**src/design/ssum_pkg.sv**
```systemverilog
// Shared types, constants and character codes of the signed number text summer.
`timescale 1ns / 1ps

package ssum_pkg;

  // Arithmetic width of numbers and of the running sum
  localparam int VALUE_WIDTH = 64;
  // Width of the total field on the result stream
  localparam int TOTAL_WIDTH = 64;
  localparam int STATUS_WIDTH = 2;
  localparam int IN_DATA_WIDTH = 8;
  localparam int OUT_FIELDS_WIDTH = STATUS_WIDTH + TOTAL_WIDTH;
  localparam int OUT_DATA_WIDTH = ((OUT_FIELDS_WIDTH + 7) / 8) * 8;
  localparam int OUT_PAD_WIDTH = OUT_DATA_WIDTH - OUT_FIELDS_WIDTH;

  // Largest magnitude a negative number may carry, 2^(VALUE_WIDTH-1)
  localparam logic [VALUE_WIDTH-1:0] MAG_LIMIT = VALUE_WIDTH'(1) << (VALUE_WIDTH - 1);
  // Largest magnitude a positive number may carry
  localparam logic [VALUE_WIDTH-1:0] MAG_MAX = MAG_LIMIT - VALUE_WIDTH'(1);

  // Character codes
  localparam logic [7:0] CH_NUL   = 8'h00;
  localparam logic [7:0] CH_BEL   = 8'h07;
  localparam logic [7:0] CH_BS    = 8'h08;
  localparam logic [7:0] CH_TAB   = 8'h09;
  localparam logic [7:0] CH_LF    = 8'h0A;
  localparam logic [7:0] CH_VT    = 8'h0B;
  localparam logic [7:0] CH_FF    = 8'h0C;
  localparam logic [7:0] CH_CR    = 8'h0D;
  localparam logic [7:0] CH_SPACE = 8'h20;
  localparam logic [7:0] CH_PLUS  = 8'h2B;
  localparam logic [7:0] CH_MINUS = 8'h2D;
  localparam logic [7:0] CH_ZERO  = 8'h30;
  localparam logic [7:0] CH_SEVEN = 8'h37;
  localparam logic [7:0] CH_NINE  = 8'h39;
  localparam logic [7:0] CH_UC_A  = 8'h41;
  localparam logic [7:0] CH_UC_F  = 8'h46;
  localparam logic [7:0] CH_UC_X  = 8'h58;
  localparam logic [7:0] CH_LC_A  = 8'h61;
  localparam logic [7:0] CH_LC_F  = 8'h66;
  localparam logic [7:0] CH_LC_X  = 8'h78;

  // Digit value that marks "not a digit"
  localparam logic [4:0] DIGIT_NONE = 5'd16;

  typedef enum logic [2:0] {
    PH_START,
    PH_AFTER_VT,
    PH_AFTER_SIGN,
    PH_LEAD_ZERO,
    PH_HEX_PREFIX,
    PH_DIGITS
  } phase_e;

  typedef enum logic [1:0] {
    BASE_DEC,
    BASE_OCT,
    BASE_HEX
  } base_e;

  typedef enum logic [STATUS_WIDTH-1:0] {
    ST_OK,
    ST_PARSE_ERROR,
    ST_OVERFLOW
  } status_e;

  // Complete parser state carried from one byte to the next
  typedef struct packed {
    phase_e                 phase;
    base_e                  base;
    logic                   negative;
    logic [VALUE_WIDTH-1:0] magnitude;
    logic                   mag_ovf;
    logic [VALUE_WIDTH-1:0] total;
    status_e                error;
  } parse_state_t;

  localparam parse_state_t STATE_RESET = '{
    phase:     PH_START,
    base:      BASE_DEC,
    negative:  1'b0,
    magnitude: '0,
    mag_ovf:   1'b0,
    total:     '0,
    error:     ST_OK
  };

endpackage

```
**src/design/ssum_step.sv**
```systemverilog
// Per-byte parse and accumulate step of the signed number text summer.
`timescale 1ns / 1ps

module ssum_step (
  input  ssum_pkg::parse_state_t           st_i,
  input  logic [7:0]                       byte_i,
  input  logic                             last_i,
  output ssum_pkg::parse_state_t           st_o,
  output ssum_pkg::status_e                status_o,
  output logic [ssum_pkg::TOTAL_WIDTH-1:0] total_o
);

  localparam int W = ssum_pkg::VALUE_WIDTH;

  ssum_pkg::parse_state_t st_feed;
  ssum_pkg::parse_state_t st_end;

  function automatic logic is_dec(logic [7:0] c);
    return (c >= ssum_pkg::CH_ZERO) && (c <= ssum_pkg::CH_NINE);
  endfunction

  function automatic logic [4:0] digit_of(logic [7:0] c);
    logic [4:0] d;
    d = ssum_pkg::DIGIT_NONE;
    if (is_dec(c)) begin
      d = 5'(c - ssum_pkg::CH_ZERO);
    end else if ((c >= ssum_pkg::CH_LC_A) && (c <= ssum_pkg::CH_LC_F)) begin
      d = 5'(c - ssum_pkg::CH_LC_A + 8'd10);
    end else if ((c >= ssum_pkg::CH_UC_A) && (c <= ssum_pkg::CH_UC_F)) begin
      d = 5'(c - ssum_pkg::CH_UC_A + 8'd10);
    end
    return d;
  endfunction

  function automatic logic fits_base(ssum_pkg::base_e b, logic [4:0] d);
    logic ok;
    case (b)
      ssum_pkg::BASE_OCT: ok = (d < 5'd8);
      ssum_pkg::BASE_HEX: ok = (d < 5'd16);
      default:            ok = (d < 5'd10);
    endcase
    return ok;
  endfunction

  function automatic ssum_pkg::parse_state_t clear_number(ssum_pkg::parse_state_t s);
    ssum_pkg::parse_state_t r;
    r = s;
    r.phase     = ssum_pkg::PH_START;
    r.base      = ssum_pkg::BASE_DEC;
    r.negative  = 1'b0;
    r.magnitude = '0;
    r.mag_ovf   = 1'b0;
    return r;
  endfunction

  // Range check of the number, then an add with signed overflow check
  function automatic ssum_pkg::parse_state_t finish_number(ssum_pkg::parse_state_t s);
    ssum_pkg::parse_state_t r;
    logic                   too_big;
    logic [W-1:0]           v;
    logic [W:0]             sum;
    r = s;
    too_big = s.mag_ovf ||
              (s.negative ? (s.magnitude > ssum_pkg::MAG_LIMIT)
                          : (s.magnitude > ssum_pkg::MAG_MAX));
    v   = s.negative ? (~s.magnitude + W'(1)) : s.magnitude;
    sum = {s.total[W-1], s.total} + {v[W-1], v};
    if (too_big || (sum[W] != sum[W-1])) begin
      r.error = ssum_pkg::ST_OVERFLOW;
    end else begin
      r       = clear_number(s);
      r.total = sum[W-1:0];
    end
    return r;
  endfunction

  function automatic ssum_pkg::parse_state_t begin_digit(ssum_pkg::parse_state_t s,
                                                         logic [7:0] c);
    ssum_pkg::parse_state_t r;
    r = s;
    if (c == ssum_pkg::CH_ZERO) begin
      r.magnitude = '0;
      r.phase     = ssum_pkg::PH_LEAD_ZERO;
    end else begin
      r.base      = ssum_pkg::BASE_DEC;
      r.magnitude = W'(c[3:0]);
      r.phase     = ssum_pkg::PH_DIGITS;
    end
    return r;
  endfunction

  function automatic ssum_pkg::parse_state_t start_char(ssum_pkg::parse_state_t s,
                                                        logic [7:0] c);
    ssum_pkg::parse_state_t r;
    r = s;
    if (c == ssum_pkg::CH_VT) begin
      r.phase = ssum_pkg::PH_AFTER_VT;
    end else if ((c == ssum_pkg::CH_PLUS) || (c == ssum_pkg::CH_MINUS)) begin
      r.negative = (c == ssum_pkg::CH_MINUS);
      r.phase    = ssum_pkg::PH_AFTER_SIGN;
    end else if (is_dec(c)) begin
      r = begin_digit(s, c);
    end else begin
      r.error = ssum_pkg::ST_PARSE_ERROR;
    end
    return r;
  endfunction

  // magnitude * radix + digit, by shifts and adds; overflow once above MAG_LIMIT
  function automatic ssum_pkg::parse_state_t accumulate(ssum_pkg::parse_state_t s,
                                                        logic [4:0] d);
    ssum_pkg::parse_state_t r;
    logic [W+3:0]           ext;
    logic [W+3:0]           prod;
    r    = s;
    ext  = {4'b0, s.magnitude};
    case (s.base)
      ssum_pkg::BASE_OCT: prod = ext << 3;
      ssum_pkg::BASE_HEX: prod = ext << 4;
      default:            prod = (ext << 3) + (ext << 1);
    endcase
    prod = prod + (W + 4)'(d);
    if (!s.mag_ovf) begin
      if (prod > {4'b0, ssum_pkg::MAG_LIMIT}) begin
        r.mag_ovf = 1'b1;
      end else begin
        r.magnitude = prod[W-1:0];
      end
    end
    return r;
  endfunction

  function automatic ssum_pkg::parse_state_t terminate(ssum_pkg::parse_state_t s,
                                                       logic [7:0] c);
    ssum_pkg::parse_state_t r;
    r = finish_number(s);
    if (r.error == ssum_pkg::ST_OK) begin
      r = start_char(r, c);
    end
    return r;
  endfunction

  // Next state after one byte
  always_comb begin
    logic [4:0] d;
    logic       dropped;
    d       = digit_of(byte_i);
    dropped = (byte_i == ssum_pkg::CH_NUL) || (byte_i == ssum_pkg::CH_SPACE) ||
              (byte_i == ssum_pkg::CH_TAB) || (byte_i == ssum_pkg::CH_LF) ||
              (byte_i == ssum_pkg::CH_CR)  || (byte_i == ssum_pkg::CH_BS) ||
              (byte_i == ssum_pkg::CH_FF)  || (byte_i == ssum_pkg::CH_BEL);
    st_feed = st_i;
    if ((st_i.error == ssum_pkg::ST_OK) && !dropped) begin
      unique case (st_i.phase)
        ssum_pkg::PH_AFTER_SIGN: begin
          if (is_dec(byte_i)) begin
            st_feed = begin_digit(st_i, byte_i);
          end else begin
            st_feed.error = ssum_pkg::ST_PARSE_ERROR;
          end
        end
        ssum_pkg::PH_LEAD_ZERO: begin
          if ((byte_i == ssum_pkg::CH_LC_X) || (byte_i == ssum_pkg::CH_UC_X)) begin
            st_feed.phase = ssum_pkg::PH_HEX_PREFIX;
          end else if ((byte_i >= ssum_pkg::CH_ZERO) && (byte_i <= ssum_pkg::CH_SEVEN)) begin
            st_feed.base      = ssum_pkg::BASE_OCT;
            st_feed.magnitude = W'(d);
            st_feed.phase     = ssum_pkg::PH_DIGITS;
          end else begin
            st_feed = terminate(st_i, byte_i);
          end
        end
        ssum_pkg::PH_HEX_PREFIX: begin
          if (d < ssum_pkg::DIGIT_NONE) begin
            st_feed.base      = ssum_pkg::BASE_HEX;
            st_feed.magnitude = W'(d);
            st_feed.phase     = ssum_pkg::PH_DIGITS;
          end else begin
            st_feed.error = ssum_pkg::ST_PARSE_ERROR;
          end
        end
        ssum_pkg::PH_DIGITS: begin
          if (fits_base(st_i.base, d)) begin
            st_feed = accumulate(st_i, d);
          end else begin
            st_feed = terminate(st_i, byte_i);
          end
        end
        default: begin
          st_feed = start_char(st_i, byte_i);
        end
      endcase
    end
  end

  // Close off the expression: pending number or dangling prefix
  always_comb begin
    st_end = st_feed;
    if (st_feed.error == ssum_pkg::ST_OK) begin
      unique case (st_feed.phase) inside
        ssum_pkg::PH_AFTER_VT, ssum_pkg::PH_AFTER_SIGN, ssum_pkg::PH_HEX_PREFIX: begin
          st_end.error = ssum_pkg::ST_PARSE_ERROR;
        end
        ssum_pkg::PH_LEAD_ZERO, ssum_pkg::PH_DIGITS: begin
          st_end = finish_number(st_feed);
        end
        default: begin
          st_end = st_feed;
        end
      endcase
    end
  end

  // Outputs: result fields and the state handed back
  always_comb begin
    status_o = st_end.error;
    total_o  = (st_end.error != ssum_pkg::ST_OK) ? '0
             : ssum_pkg::TOTAL_WIDTH'($signed(st_end.total));
    st_o     = last_i ? ssum_pkg::STATE_RESET : st_feed;
  end

endmodule

```
**src/design/signed_number_text_summer.sv**
```systemverilog
// Top level of the signed number text summer: stream ports, input and result registers.
`timescale 1ns / 1ps

// Takes one text byte per transaction and adds up the signed integers written
// in it (optional sign, 0x hex, leading-0 octal, else decimal); blanks and
// the control bytes NUL, BEL, BS, LF, FF and CR are skipped. The byte marked
// with tlast closes the expression and produces one result transaction
// carrying the status and the 64-bit total; the parser then starts afresh.
// One byte is accepted every cycle; the result is registered. The cycle
// time is set by the per-byte step logic (radix multiply-add by shifts and the
// two chained 65-bit sum adders). Input only stalls while a finished result
// is held back by the downstream side and another last byte is waiting.
module signed_number_text_summer (
  input  logic                                clk_i,
  input  logic                                rst_ni,
  input  logic                                s_axis_tvalid,
  output logic                                s_axis_tready,
  // text_byte [7:0]
  input  logic [ssum_pkg::IN_DATA_WIDTH-1:0]  s_axis_tdata,
  // is_last
  input  logic                                s_axis_tlast,
  output logic                                m_axis_tvalid,
  input  logic                                m_axis_tready,
  // status [1:0], total [65:2], zero padding [71:66]
  output logic [ssum_pkg::OUT_DATA_WIDTH-1:0] m_axis_tdata
);

  logic                                 in_valid_q, in_valid_d;
  logic [ssum_pkg::IN_DATA_WIDTH-1:0]   in_byte_q;
  logic                                 in_last_q;
  ssum_pkg::parse_state_t               st_q, st_d;
  logic                                 out_valid_q, out_valid_d;
  ssum_pkg::status_e                    out_status_q, step_status;
  logic [ssum_pkg::TOTAL_WIDTH-1:0]     out_total_q, step_total;
  logic                                 out_free;
  logic                                 fire;
  logic                                 in_accept;

  // Handshake: the step fires unless a last byte finds the result slot taken
  assign out_free      = !out_valid_q || m_axis_tready;
  assign fire          = in_valid_q && (!in_last_q || out_free);
  assign s_axis_tready = !in_valid_q || fire;
  assign in_accept     = s_axis_tvalid && s_axis_tready;

  ssum_step u_step (
    .st_i     (st_q),
    .byte_i   (in_byte_q),
    .last_i   (in_last_q),
    .st_o     (st_d),
    .status_o (step_status),
    .total_o  (step_total)
  );

  // Input register valid
  always_comb begin
    in_valid_d = in_valid_q;
    if (in_accept) begin
      in_valid_d = 1'b1;
    end else if (fire) begin
      in_valid_d = 1'b0;
    end
  end

  // Result register valid
  always_comb begin
    out_valid_d = out_valid_q;
    if (fire && in_last_q) begin
      out_valid_d = 1'b1;
    end else if (m_axis_tready) begin
      out_valid_d = 1'b0;
    end
  end

  // Control state
  always_ff @(posedge clk_i or negedge rst_ni) begin
    if (!rst_ni) begin
      in_valid_q  <= 1'b0;
      out_valid_q <= 1'b0;
      st_q        <= ssum_pkg::STATE_RESET;
    end else begin
      in_valid_q  <= in_valid_d;
      out_valid_q <= out_valid_d;
      if (fire) begin
        st_q <= st_d;
      end
    end
  end

  // Payload registers
  always_ff @(posedge clk_i) begin
    if (in_accept) begin
      in_byte_q <= s_axis_tdata;
      in_last_q <= s_axis_tlast;
    end
    if (fire && in_last_q) begin
      out_status_q <= step_status;
      out_total_q  <= step_total;
    end
  end

  assign m_axis_tvalid = out_valid_q;
  assign m_axis_tdata  = {{ssum_pkg::OUT_PAD_WIDTH{1'b0}}, out_total_q, out_status_q};

endmodule

```
**config.mk**
```make
export PLATFORM = sky130hd
export DESIGN_NAME = signed_number_text_summer
export DESIGN_NICKNAME = d
export VERILOG_FILES = /design/src/design/ssum_pkg.sv /design/src/design/ssum_step.sv /design/src/design/signed_number_text_summer.sv
export SDC_FILE = /design/constraint.sdc
export NUM_CORES = 2
export LEC_CHECK = 0
export ABC_AREA = 1
export BUFFER_PORTS_ARGS = -buffer_cell sky130_fd_sc_hd__buf_4
export CELL_PAD_IN_SITES_DETAIL_PLACEMENT = 1
export CELL_PAD_IN_SITES_GLOBAL_PLACEMENT = 1
export CORE_MARGIN = 1.5
export CORE_UTILIZATION = 45
export DETAILED_ROUTE_END_ITERATION = 10
export PLACE_DENSITY_LB_ADDON = 0.1
export SETUP_SLACK_MARGIN = 0.02
export SLEW_MARGIN = 10
export SYNTH_ARGS = -nofsm -noshare
export SYNTH_HDL_FRONTEND = slang
export SYNTH_HIERARCHICAL = 1
export SYNTH_SLANG_ARGS = --single-unit
```
**constraint.sdc**
```tcl
create_clock -name clk_i -period 15.1 [get_ports clk_i]
set_input_delay 4.53 -clock clk_i [delete_from_list [all_inputs] [get_ports clk_i]]
set_output_delay 4.53 -clock clk_i [all_outputs]
set_load 0.01 [all_outputs]
```
==> results_dict.tcl <==
set metrics [dict create \
    layout_min_cycle_time_ns 14.05 \
    wl_um 181000 \
    ys_types 65 \
    hpwl_um 143000 \
    skew_ns 0.0242 \
    area_delta_synth_final_pct 6.00 \
    place.gp.congestion 1.05 \
    h-tree-depth 1 \
    die_w_um 292 \
    fin_crit_sh 0.930 \
    dieHeight_um 292 \
    grt_pass1_wl_um 272000 \
    path_clk_slew_ns 0.07 \
    final_util 0.483 \
    syn_inst 6760 \
    antenna_cells 0 \
    grtUsageTotal 0.409 \
    ios 87 \
    syn_area_per_cell_um2 5.54 \
    finalPower_mw 10.9 \
    start_util 0.455 \
    met2_length_um 78700 \
    grt_max_degree 82 \
    cpMostUsedCell "nand2_1" \
    grt_antenna_before_repair 0 \
    setup_viol 0 \
    overflow 0 \
    rsz0062_at_grt "no" \
    hp-class "flop to flop" \
    wl_met1_um 78600 \
    critPathMaxStageDelay_ns 0.55 \
    synthFlopType "dfrtp_1" \
    criticalPathCategory "flop to flop" \
    drv_slew 0 \
    ys_seq_area_frac 0.153 \
    cp-start-kind "flop" \
    worst_pin_slew_ns 1.08 \
    die_area_um2 85000 \
    power_leakage_nw 20.1 \
    async_reset_ff_frac 0.650 \
    cts-root-buf "clkbuf_16" \
    drt-pass1-iter-count 5 \
    path_max_fanout 12 \
    drive_above_1_share 0.0640 \
    dr_wl_met3_um 14100 \
    drtAntennaViolNets 0 \
    fp.coreArea_um2 82200 \
    fmax_ghz 0.0712 \
    power_density_nw_per_um2 274 \
    required_ns 15.42 \
    cp.arrival_ns 14.37 \
    finalNetCount 6886 \
    wl_per_cell_um 23.3 \
    ys_ff_latch 214 \
    vdd_drop_max_mv 0.148 \
    drc 0 \
    port-buffer-count 80 \
    final_hold_viol_count 0 \
    drv_cap 0 \
    cp-end-kind "flop" \
    cts_buffers 26 \
    clockBufferDepth 3 \
    cts.sink_count 214 \
    drt_first_iter_violations 4426 \
    outcome "finished clean" \
    vias 46700 \
    slowest_stage "dfrtp_1" \
    cts_tree "yes" \
    synth-edff-count 75 \
    clk_latency_ns 0.58 \
    fin_setup_tns_ns 0 \
    slew_headroom 0.274 \
    via_per_inst 6.02 \
    synth_area_um2 37500 \
    top_layer "met4" \
    yosysWarnings 6 \
    hold_buffers 0 \
    rows 105 \
    grt_pass1_vias 45400 \
]
[synth_stat cells, types with 63 or more instances]
master | number | area, um2
a21oi_1 | 372 | 1860
a31oi_1 | 81 | 507
buf_2 | 66 | 330
clkbuf_1 | 148 | 556
dfrtp_1 | 139 | 3480
edfxtp_1 | 75 | 2250
ha_1 | 204 | 2550
inv_1 | 922 | 3460
nand2_1 | 2170 | 8150
nand3_1 | 455 | 2280
nand4_1 | 115 | 719
nor2_1 | 728 | 2730
o21ai_0 | 339 | 1700
o21ai_1 | 94 | 470
o22ai_1 | 63 | 394
xor2_1 | 193 | 1690
[metal layers]
metal / vias to the layer above / global-route usage
li1: 21600 / -
met1: 22600 / 0.548
met2: 2065 / 0.643
met3: 417 / 0.0626
met4: 0 / 0.189
met5: - / 0
[timing repair]
action                                  CTS  global route
endpoints found under the setup margin    0            65
buffers inserted                          0             7
gates resized for setup                   0            21
[layout by cell type, fill, tap and decap left out, types with 50 or more instances in the layout]
cell,n
nand2_1,2167
nor3_1,55
nor2_2,59
nand4_1,115
nor2_1,723
a21oi_1,370
buf_4,150
xnor2_1,50
o22ai_1,63
o221ai_1,58
inv_2,51
ha_1,203
o21ai_0,337
o21ai_1,95
nand3_1,453
a31oi_1,81
xor2_1,193
inv_1,918
edfxtp_1,75
dfrtp_1,138
[critical path: cells and delay by family (launching register included)]
family | cells | cell delay (ns)
XOR/XNOR | 4 | 0.58
AND/OR/NAND/NOR | 50 | 8.17
AO/OA/AOI/OAI | 14 | 2.89
buffers and inverters | 7 | 0.65
adder cells (fa/ha/maj) | 3 | 0.88
flip-flops | 1 | 0.55
[layout make-up]
type | instances | area (um2)
fill | 12100 | 42500
tap | 1070 | 1340
timing repair buffer | 154 | 1190
clock inverter | 15 | 230
multi-input combinational | 5287 | 26800
clock buffer | 33 | 718
sequential | 214 | 5730
inverter | 982 | 3690
[sequential cells by signal, summed over array words and instances, names as in the netlist]
name           count
in_last_q          1
m_axis_tvalid      1
in_valid_q         1
out_total_q       64
out_status_q       2
st_q             137
in_byte_q          8
[worst paths after layout]
kind	from	to	slack, ns	cells past startpoint
setup / recovery	st_q[69]	out_total_q[61]	1.05	78
hold / removal	st_q[25]	st_q[25]	0.51	2
setup reg to reg	st_q[69]	out_total_q[61]	1.05	78
hold reg to reg	st_q[25]	st_q[25]	0.51	2
max in group asynchronous	rst_ni	in_valid_q	9.93	2
min in group asynchronous	rst_ni	st_q[84]	3.87	1
[power breakdown]
group | leakage, nW | switching (mW) | internal, mW
Clock | 0.468 | 0.301 | 0.438
Sequential | 2.64 | 0.363 | 0.719
Combinational | 17.0 | 6.61 | 2.46
Total | 20.1 | 7.27 | 3.62
[cells by family after synthesis]
logic type	count (synthesis)	synth area share
other	1	0.000100
AO/OA/AOI/OAI	1120	0.169
flip-flops	214	0.153
adder cells (fa/ha/maj)	208	0.0703
XOR/XNOR	244	0.0573
buffers and inverters	1268	0.137
AND/OR/NAND/NOR	3705	0.413
[metrics by stage]
| step | cell area (um2) | setup slack, ns | hold WS [ns] | cells |
|---|---|---|---|---|
| after floorplan | 37500 | 4.04 | 0.465 | 6765 |
| after global placement | 38600 | 0.886 | 0.488 | 7696 |
| after detailed placement | 38600 | 0.179 | 0.499 | 7696 |
| after CTS | 39500 | 0.0268 | 0.513 | 7744 |
| after global routing | 39700 | 0.0375 | 0.538 | 7755 |
| final | 39700 | 1.05 | 0.512 | 7755 |
(Power assumes the default switching activity.)
